**src/sv/assert_macros.svh**
```systemverilog
// Assertion macros shared by the formatter modules.
// Each expects clk and rst to be visible where it is used.
`ifndef ASSERT_MACROS_SVH
`define ASSERT_MACROS_SVH

// The consequent must hold in the same cycle as the antecedent.
`define CHK_SAME(lbl, ante, cons) \
  lbl: assert property (@(posedge clk) disable iff (rst) (ante) |-> (cons)) \
    else $error("formatter check failed");

// The consequent must hold in the cycle after the antecedent.
`define CHK_NEXT(lbl, ante, cons) \
  lbl: assert property (@(posedge clk) disable iff (rst) (ante) |=> (cons)) \
    else $error("formatter check failed");

`endif

```
**src/sv/ita_pkg.sv**
```systemverilog
package ita_pkg;

  localparam int MAX_DIGITS = 22;
  localparam int DIG_W      = 4 * MAX_DIGITS;
  localparam int NDIG_W     = $clog2(MAX_DIGITS + 1);

  localparam logic [2:0] FN_SDEC = 3'd0;
  localparam logic [2:0] FN_UDEC = 3'd1;
  localparam logic [2:0] FN_OCT  = 3'd2;
  localparam logic [2:0] FN_HEX  = 3'd3;
  localparam logic [2:0] FN_PTR  = 3'd4;

  localparam logic [1:0] PAD_SPACE = 2'd0;
  localparam logic [1:0] PAD_ZERO  = 2'd1;
  localparam logic [1:0] PAD_DASH  = 2'd2;

  localparam logic [7:0] CH_SPACE = 8'h20;
  localparam logic [7:0] CH_DASH  = 8'h2d;
  localparam logic [7:0] CH_ZERO  = 8'h30;
  localparam logic [7:0] CH_X     = 8'h78;
  localparam logic [7:0] CH_ALPHA = 8'h57;

  typedef struct packed {
    logic load;
    logic conv_step;
    logic norm_step;
    logic pad_load;
    logic emit_prefix;
    logic emit_pad;
    logic emit_digit;
  } ita_cmd_t;

  typedef struct packed {
    logic conv_done;
    logic norm_done;
    logic has_prefix;
    logic prefix_last;
    logic pads_zero;
    logic pads_one;
    logic digit_last;
    logic out_free;
  } ita_sts_t;

  function automatic logic [7:0] digit_char(input logic [3:0] nib);
    logic [7:0] r;
    if (nib < 4'd10) begin
      r = CH_ZERO + {4'b0, nib};
    end else begin
      r = CH_ALPHA + {4'b0, nib};
    end
    return r;
  endfunction

endpackage

```
**src/sv/ita_dpath.sv**
```systemverilog
`include "assert_macros.svh"

module ita_dpath
  import ita_pkg::*;
#(
  parameter int MAX_WIDTH = 62
) (
  input  logic        clk,
  input  logic        rst,
  input  ita_cmd_t    cmd,
  output ita_sts_t    sts,
  input  logic [2:0]  func,
  input  logic [63:0] value,
  input  logic        long_long,
  input  logic [5:0]  min_width,
  input  logic [1:0]  pad_kind,
  output logic        out_valid,
  input  logic        out_stall,
  output logic [7:0]  out_char,
  output logic        last
);

  logic [63:0]       bin;
  logic [DIG_W-1:0]  dig;
  logic [NDIG_W-1:0] ndig;
  logic [4:0]        cnt;
  logic              is_dec;
  logic              neg;
  logic              ptr;
  logic              pfx_idx;
  logic [5:0]        pad_cnt;
  logic [5:0]        width_r;
  logic [7:0]        padc;

  logic [63:0]       v_signed;
  logic [63:0]       mag_ld;
  logic              neg_ld;
  logic              dec_ld;
  logic [DIG_W-1:0]  dig_ld;
  logic [DIG_W-1:0]  bcd_a;
  logic [DIG_W-1:0]  bcd_b;
  logic [63:0]       bin_a;
  logic [63:0]       bin_b;
  logic [DIG_W-1:0]  adj_a;
  logic [DIG_W-1:0]  adj_b;
  logic [7:0]        pfx_char;
  logic              emit;

  function automatic logic [DIG_W-1:0] add3(input logic [DIG_W-1:0] d);
    logic [DIG_W-1:0] r;
    logic [3:0]       nib;
    for (int i = 0; i < MAX_DIGITS; i++) begin
      nib = d[4*i +: 4];
      r[4*i +: 4] = (nib >= 4'd5) ? nib + 4'd3 : nib;
    end
    return r;
  endfunction

  always_comb begin
    v_signed = long_long ? value : {{32{value[31]}}, value[31:0]};
    neg_ld   = (func == FN_SDEC) && v_signed[63];
    dec_ld   = !((func == FN_OCT) || (func == FN_HEX) || (func == FN_PTR));
    if (func == FN_PTR) begin
      mag_ld = value;
    end else if (func == FN_SDEC) begin
      mag_ld = neg_ld ? (64'd0 - v_signed) : v_signed;
    end else begin
      mag_ld = long_long ? value : {32'b0, value[31:0]};
    end
    dig_ld = '0;
    if (func == FN_OCT) begin
      for (int i = 0; i < MAX_DIGITS - 1; i++) begin
        dig_ld[4*i +: 4] = {1'b0, mag_ld[3*i +: 3]};
      end
      dig_ld[DIG_W-4 +: 4] = {3'b0, mag_ld[63]};
    end else if ((func == FN_HEX) || (func == FN_PTR)) begin
      dig_ld[63:0] = mag_ld;
    end
  end

  // Two shift-and-add-3 steps per cycle of the binary to BCD conversion.
  always_comb begin
    adj_a = add3(dig);
    bcd_a = {adj_a[DIG_W-2:0], bin[63]};
    bin_a = {bin[62:0], 1'b0};
    adj_b = add3(bcd_a);
    bcd_b = {adj_b[DIG_W-2:0], bin_a[63]};
    bin_b = {bin_a[62:0], 1'b0};
  end

  always_comb begin
    if (ptr) begin
      pfx_char = pfx_idx ? CH_X : CH_ZERO;
    end else begin
      pfx_char = CH_DASH;
    end
    emit = cmd.emit_prefix || cmd.emit_pad || cmd.emit_digit;
  end

  always_comb begin
    sts.conv_done   = !is_dec || (cnt == 5'd31);
    sts.norm_done   = (ndig == NDIG_W'(1)) || (dig[DIG_W-1 -: 4] != 4'd0);
    sts.has_prefix  = neg || ptr;
    sts.prefix_last = !ptr || pfx_idx;
    sts.pads_zero   = (pad_cnt == 6'd0);
    sts.pads_one    = (pad_cnt == 6'd1);
    sts.digit_last  = (ndig == NDIG_W'(1));
    sts.out_free    = !out_valid || !out_stall;
  end

  always_ff @(posedge clk) begin
    if (cmd.load) begin
      bin     <= mag_ld;
      dig     <= dig_ld;
      ndig    <= NDIG_W'(MAX_DIGITS);
      cnt     <= 5'd0;
      is_dec  <= dec_ld;
      neg     <= neg_ld;
      ptr     <= (func == FN_PTR);
      pfx_idx <= 1'b0;
      width_r <= (min_width > 6'(MAX_WIDTH)) ? 6'(MAX_WIDTH) : min_width;
      unique case (pad_kind)
        PAD_ZERO: padc <= CH_ZERO;
        PAD_DASH: padc <= CH_DASH;
        default:  padc <= CH_SPACE;
      endcase
    end
    if (cmd.conv_step && is_dec) begin
      dig <= bcd_b;
      bin <= bin_b;
      cnt <= cnt + 5'd1;
    end
    if (cmd.norm_step || cmd.emit_digit) begin
      dig  <= {dig[DIG_W-5:0], 4'd0};
      ndig <= ndig - NDIG_W'(1);
    end
    if (cmd.pad_load) begin
      pad_cnt <= (width_r > 6'(ndig)) ? width_r - 6'(ndig) : 6'd0;
    end
    if (cmd.emit_pad) begin
      pad_cnt <= pad_cnt - 6'd1;
    end
    if (cmd.emit_prefix) begin
      pfx_idx <= 1'b1;
    end
  end

  always_ff @(posedge clk) begin
    if (rst) begin
      out_valid <= 1'b0;
    end else if (emit) begin
      out_valid <= 1'b1;
    end else if (!out_stall) begin
      out_valid <= 1'b0;
    end
  end

  always_ff @(posedge clk) begin
    if (emit) begin
      priority if (cmd.emit_digit) begin
        out_char <= digit_char(dig[DIG_W-1 -: 4]);
        last     <= sts.digit_last;
      end else if (cmd.emit_pad) begin
        out_char <= padc;
        last     <= 1'b0;
      end else begin
        out_char <= pfx_char;
        last     <= 1'b0;
      end
    end
  end

  `CHK_NEXT(a_digits_never_empty, cmd.emit_digit && !sts.digit_last, ndig != '0)
  `CHK_SAME(a_no_overwrite, emit, sts.out_free)

endmodule

```
**src/sv/ita_ctrl.sv**
```systemverilog
`include "assert_macros.svh"

module ita_ctrl
  import ita_pkg::*;
(
  input  logic     clk,
  input  logic     rst,
  input  logic     in_valid,
  output logic     in_stall,
  input  ita_sts_t sts,
  output ita_cmd_t cmd
);

  typedef enum logic [5:0] {
    S_IDLE   = 6'b000001,
    S_CONV   = 6'b000010,
    S_NORM   = 6'b000100,
    S_PREFIX = 6'b001000,
    S_PAD    = 6'b010000,
    S_DIGIT  = 6'b100000
  } state_t;

  state_t state;
  state_t state_next;

  always_comb begin
    cmd        = '0;
    state_next = state;
    in_stall   = (state != S_IDLE);
    unique case (state)
      S_IDLE: begin
        if (in_valid) begin
          cmd.load   = 1'b1;
          state_next = S_CONV;
        end
      end
      S_CONV: begin
        cmd.conv_step = 1'b1;
        if (sts.conv_done) begin
          state_next = S_NORM;
        end
      end
      S_NORM: begin
        if (sts.norm_done) begin
          cmd.pad_load = 1'b1;
          state_next   = S_PREFIX;
        end else begin
          cmd.norm_step = 1'b1;
        end
      end
      S_PREFIX: begin
        if (!sts.has_prefix) begin
          state_next = sts.pads_zero ? S_DIGIT : S_PAD;
        end else if (sts.out_free) begin
          cmd.emit_prefix = 1'b1;
          if (sts.prefix_last) begin
            state_next = sts.pads_zero ? S_DIGIT : S_PAD;
          end
        end
      end
      S_PAD: begin
        if (sts.out_free) begin
          cmd.emit_pad = 1'b1;
          if (sts.pads_one) begin
            state_next = S_DIGIT;
          end
        end
      end
      S_DIGIT: begin
        if (sts.out_free) begin
          cmd.emit_digit = 1'b1;
          if (sts.digit_last) begin
            state_next = S_IDLE;
          end
        end
      end
      default: begin
        state_next = S_IDLE;
      end
    endcase
  end

  always_ff @(posedge clk) begin
    if (rst) begin
      state <= S_IDLE;
    end else begin
      state <= state_next;
    end
  end

  `CHK_NEXT(a_done_after_last, cmd.emit_digit && sts.digit_last, state == S_IDLE)
  `CHK_SAME(a_pad_nonempty, state == S_PAD, !sts.pads_zero)

endmodule

```
**src/sv/integer_to_ascii_formatter.sv**
```systemverilog
// Formats one integer per input word as a stream of ASCII characters, one
// character per output word, with last set on the final one. Signed decimal,
// unsigned decimal, octal, lower-case hex and pointer hex are supported (the
// spare func codes format as unsigned decimal); a negative signed value gets
// a leading minus and a pointer gets "0x", then pad characters until the
// digits fill min_width (capped at MAX_WIDTH), then the digits. An item is
// loaded, converted to BCD by shift-and-add-3 for decimal (octal and hex
// skip the conversion), stripped of leading zero digits down to at least
// one, has its pad count loaded and then emits its characters, one per
// cycle while the output is not stalled. The input is taken only while the
// controller is idle; the last character may still wait in the output
// register while the next word is accepted.
module integer_to_ascii_formatter
  import ita_pkg::*;
#(
  parameter int MAX_WIDTH = 62
) (
  input  logic        clk,
  input  logic        rst,
  input  logic        in_valid,
  output logic        in_stall,
  input  logic [2:0]  func,
  input  logic [63:0] value,
  input  logic        long_long,
  input  logic [5:0]  min_width,
  input  logic [1:0]  pad_kind,
  output logic        out_valid,
  input  logic        out_stall,
  output logic [7:0]  out_char,
  output logic        last
);

  ita_cmd_t cmd;
  ita_sts_t sts;

  ita_ctrl u_ctrl (
    .clk      (clk),
    .rst      (rst),
    .in_valid (in_valid),
    .in_stall (in_stall),
    .sts      (sts),
    .cmd      (cmd)
  );

  ita_dpath #(
    .MAX_WIDTH (MAX_WIDTH)
  ) u_dpath (
    .clk       (clk),
    .rst       (rst),
    .cmd       (cmd),
    .sts       (sts),
    .func      (func),
    .value     (value),
    .long_long (long_long),
    .min_width (min_width),
    .pad_kind  (pad_kind),
    .out_valid (out_valid),
    .out_stall (out_stall),
    .out_char  (out_char),
    .last      (last)
  );

endmodule

```
**config.mk**
```make
export PLATFORM = sky130hd
export DESIGN_NAME = integer_to_ascii_formatter
export DESIGN_NICKNAME = d
export VERILOG_FILES = /design/src/sv/ita_pkg.sv /design/src/sv/ita_dpath.sv /design/src/sv/ita_ctrl.sv /design/src/sv/integer_to_ascii_formatter.sv
export VERILOG_INCLUDE_DIRS = /design/src /design/src/sv
export SDC_FILE = /design/constraint.sdc
export NUM_CORES = 1
export LEC_CHECK = 0
export ABC_AREA = 1
export BUFFER_PORTS_ARGS = -buffer_cell sky130_fd_sc_hd__buf_2
export CAP_MARGIN = 0
export CORE_ASPECT_RATIO = 1.25
export CORE_MARGIN = 3
export CORE_UTILIZATION = 45
export CTS_CLUSTER_SIZE = 28
export DETAILED_ROUTE_END_ITERATION = 8
export MAX_ROUTING_LAYER = met4
export PLACE_DENSITY = 0.66
export SETUP_SLACK_MARGIN = 0.3
export SYNTH_ARGS = -nofsm -noshare
export SYNTH_HDL_FRONTEND = slang
export SYNTH_SLANG_ARGS = --single-unit
```
**constraint.sdc**
```tcl
create_clock -name clk -period 7.95 [get_ports clk]
set_input_delay 0.795 -clock clk [delete_from_list [all_inputs] [get_ports clk]]
set_output_delay 0.795 -clock clk [all_outputs]
set_load 0.03 [all_outputs]
```
==> results.md <==
- CTS Buf Count: 17
- Ys async rst share: 0
- H-tree levels: 4
- CP cell instances: buf_2, nor2_2, nand2_1, inv_2, nand2_2, buf_4, inv_2, nand2_1, xor2_1, o22ai_1, nand2_1, o21ai_0, nand2_1, o21ai_0
- Slowest cell on the critical path: inv_2
- Max-slew violations: 0
- CTS sink count: 195
- Syn_area_per_cell: 7.10 sq um
- Placed inst area: 0.0178 sq mm
- Simple-gate share of the synthesized area: 0.265
- Sequential Power Share: 0.350
- RSZ-0062 raised after global routing: false
- Sw Ratio: 0.446
- Layout cell share with drive strength beyond 1: 0.0871
- Final WL: 49700 um
- Netlist cell types: 63
- Core Footprint: 0.0373 sq mm
- Vias in the first global route: 15100
- Largest stage delay, worst path: 0.68 ns
- Hold Path Class: reg -> reg
- CTS Buffer Depth: 2
- Die Y: 223 um
- Clk pwr share: 0.188
- Highest-count cells in the layout ignoring fill and taps: nand2_1, inv_1, nor2_1
- # hold bufs at CTS: 0
- Root Driver: clkbuf_16
- GRT overflow: 0
- Fmax: approximately 230 MHz
- Post-DP HPWL: 37200 um
- Top FF cell, synth: edfxtp_1
- GRT Util Overall: 0.251
- Logic gate share of total power: 0.462
- Register area share after synthesis: 0.336
- Input/output buffers: between 80 and 90
- Routed Antenna Nets: 0
- Post-synthesis cell area: 0.0170 sq mm
- Synthesis-stage register bit count: between 150 and 200
- Crit path max fanout: 49
- Post-synthesis mux area share: 0
- Final worst path period share: 0.555
- Post-CTS Setup Bufs: 0
- Iter 0 DRT Violations: 1396
- CP required: 8.14 ns
- Vias per cell: 5.50
- Crit path capture type: register
- Max IR drop VDD: 0.176 mV
- Reg2reg start: u_ctrl.state[2]
- Clk Latency, worst-skew pair: 0.46 ns
- R2R depth: 11
- Minimum clock period: about 4.4 ns
- I/O pins: 91
- CP endpoint: u_dpath.dig[24]
- Largest cells by area after synthesis: edfxtp_1, nand2_1, inv_1
- Net Sw Power: 2.11 mW
- Worst slew pin tran: 1.05 ns
- Post-Synth XOR/XNOR Area: 0.0525
- Adder-cell share of the synthesized area: 0.0755
- Routability cong.: 0.959
- Synth top area share: 0.320
- First-pass GRT wire length: slightly below 80000 um
- Pleak: approximately 8.6 nW
- Post-synth top area cell: edfxtp_1
- Internal power: 2.62 mW
- Setup CP Type: in -> reg
- Largest family of logic cells by synthesized area: simple AND/OR/NAND/NOR gates
- Cell row count: 79
- Area Growth Syn to Fin: 7.90%
- Pwr/cell area: 257 mW/mm^2
- Yosys Warn Count: 0
- Clock transition at path regs: ~0.080 ns
- Worst path most repeated cell: nand2_1
- Post-CTS sizing: 0
- Reg2Reg Capture Point: u_dpath.dig[73]
- Total negative slack: 0 ns
- WP data arrival: about 4.6 ns
- Compound-Gate Fraction of Synth Area: 0.169
- Crit start category: input pin
- # Max-Cap Violations: 0
- Drt drc: 0
- Detailed Routing Iterations Pass 1: 5
- Routed len/inst: 16.9 um
- CTS tree: done
- Vias: 16100
- Number of enable flip-flop cells after synthesis: 181
- DIE WIDTH: 180 um
- Final setup viols: 0
- Slew HR: 0.300
- Status: complete, no violations
- Most common cell after layout, fill and taps aside: nand2_1
- # diodes: 0
- Syn Nets: around 2600
- Initial antenna violation count: 0
- Layout Nets: roughly 2600
- FF-to-FF setup slack: about 3.7 ns
- Final Hold Fails: 0
- Worst Setup SP: func[1]
- Cells after Synth: 2394
- Largest net degree at the start of global routing: 85
- Post-route cell area: 0.0183 sq mm
- Starting Density: 0.456
- Die area: roughly 0.040 sq mm
- Worst clock skew: 0.0192 ns
worst min path at each step:
stage	from	depth (start not counted)	endpoint	slack (ns)
after CTS	u_dpath.bin[1]	2	u_dpath.bin[1]	0.48
after detailed placement	u_dpath.bin[1]	2	u_dpath.bin[1]	0.47
after floorplan	u_dpath.pfx_idx	2	u_dpath.pfx_idx	0.45
after global routing	u_dpath.pfx_idx	2	u_dpath.pfx_idx	0.50
final	u_dpath.bin[1]	2	u_dpath.bin[1]	0.49
after global placement	u_dpath.pfx_idx	2	u_dpath.pfx_idx	0.46
layout make-up:
type | count | area [sq um]
fill | 3636 | 18900
multi-input combinational | 1765 | 9570
sequential | 195 | 5720
inverter | 353 | 1330
tap | 486 | 608
timing repair buffer | 100 | 528
clock buffer | 17 | 425
clock inverter | 15 | 169
power by group through the flow:
stage	logic (mW)	registers [mW]	clock network, mW
2_1_floorplan	1.66	1.63	0
3_3_place_gp	2.08	1.66	0
3_5_place_dp	2.16	1.67	0
4_1_cts	2.17	1.65	0.906
5_1_grt	2.53	1.68	0.937
6_report	2.18	1.65	0.888
sequential cells by signal, indices dropped and copies added, names as in the netlist, 5 cells and up:
signal            flops
u_dpath.ndig          5
u_dpath.width_r       6
u_dpath.cnt           5
u_ctrl.state          6
u_dpath.bin          64
u_dpath.dig          88
u_dpath.pad_cnt       6
u_dpath.out_char      7
metal layers:
metal	part of all wire	wire [um]	global-route usage	vias up
li1	-	-	-	7964
met1	0.44	22100	0.328	7536
met2	0.47	23500	0.410	563
met3	0.060	2970	0.0339	71
met4	0.024	1200	0.0684	0
met5	0	0	-	-
logic make-up (layout without fill, tap and decap cells):
| group | count (synthesis) | count (layout) |
|---|---|---|
| other | 2 | 2 |
| AO/OA/AOI/OAI | 494 | 494 |
| XOR/XNOR | 102 | 102 |
| adder cells (fa/ha/maj) | 102 | 102 |
| buffers and inverters | 434 | 485 |
| flip-flops | 195 | 195 |
| AND/OR/NAND/NOR | 1065 | 1065 |
through the flow:
stage          power, mW  hold slack, ns  std cells  setup slack (ns)  utilization
2_1_floorplan       3.29           0.446       2394              2.79            -
4_1_cts             4.73           0.484       2931              3.62        0.492
6_report            4.72           0.488       2931              3.54        0.492
3_5_place_dp        3.83           0.465       2899              3.10        0.476
3_3_place_gp        3.74           0.460       2899              3.14        0.476
5_1_grt             5.15           0.504       2931              3.14        0.492
critical path, delay by kind of cell:
kind,cells,cell delay (ns)
AOI/OAI and AO/OA,3,0.29
buffers and inverters,4,1.68
xor gates and xnor gates,1,0.38
and+or+nand+nor,6,1.40
Yosys cell counts (10+ instances only):
library cell / count
nand3_1: 144
nand2_1: 587
xor2_1: 91
o211ai_1: 24
dfxtp_1: 14
ha_1: 101
a22o_1: 20
nand2_2: 11
a31oi_1: 27
buf_2: 34
o21ai_0: 227
a22oi_1: 19
a21oi_1: 111
inv_2: 10
inv_1: 340
o22ai_1: 15
xnor2_1: 11
nand4_1: 10
clkbuf_1: 35
nor2_1: 242
edfxtp_1: 181
or2_2: 24
No activity file was read; power rests on OpenSTA's default activity.
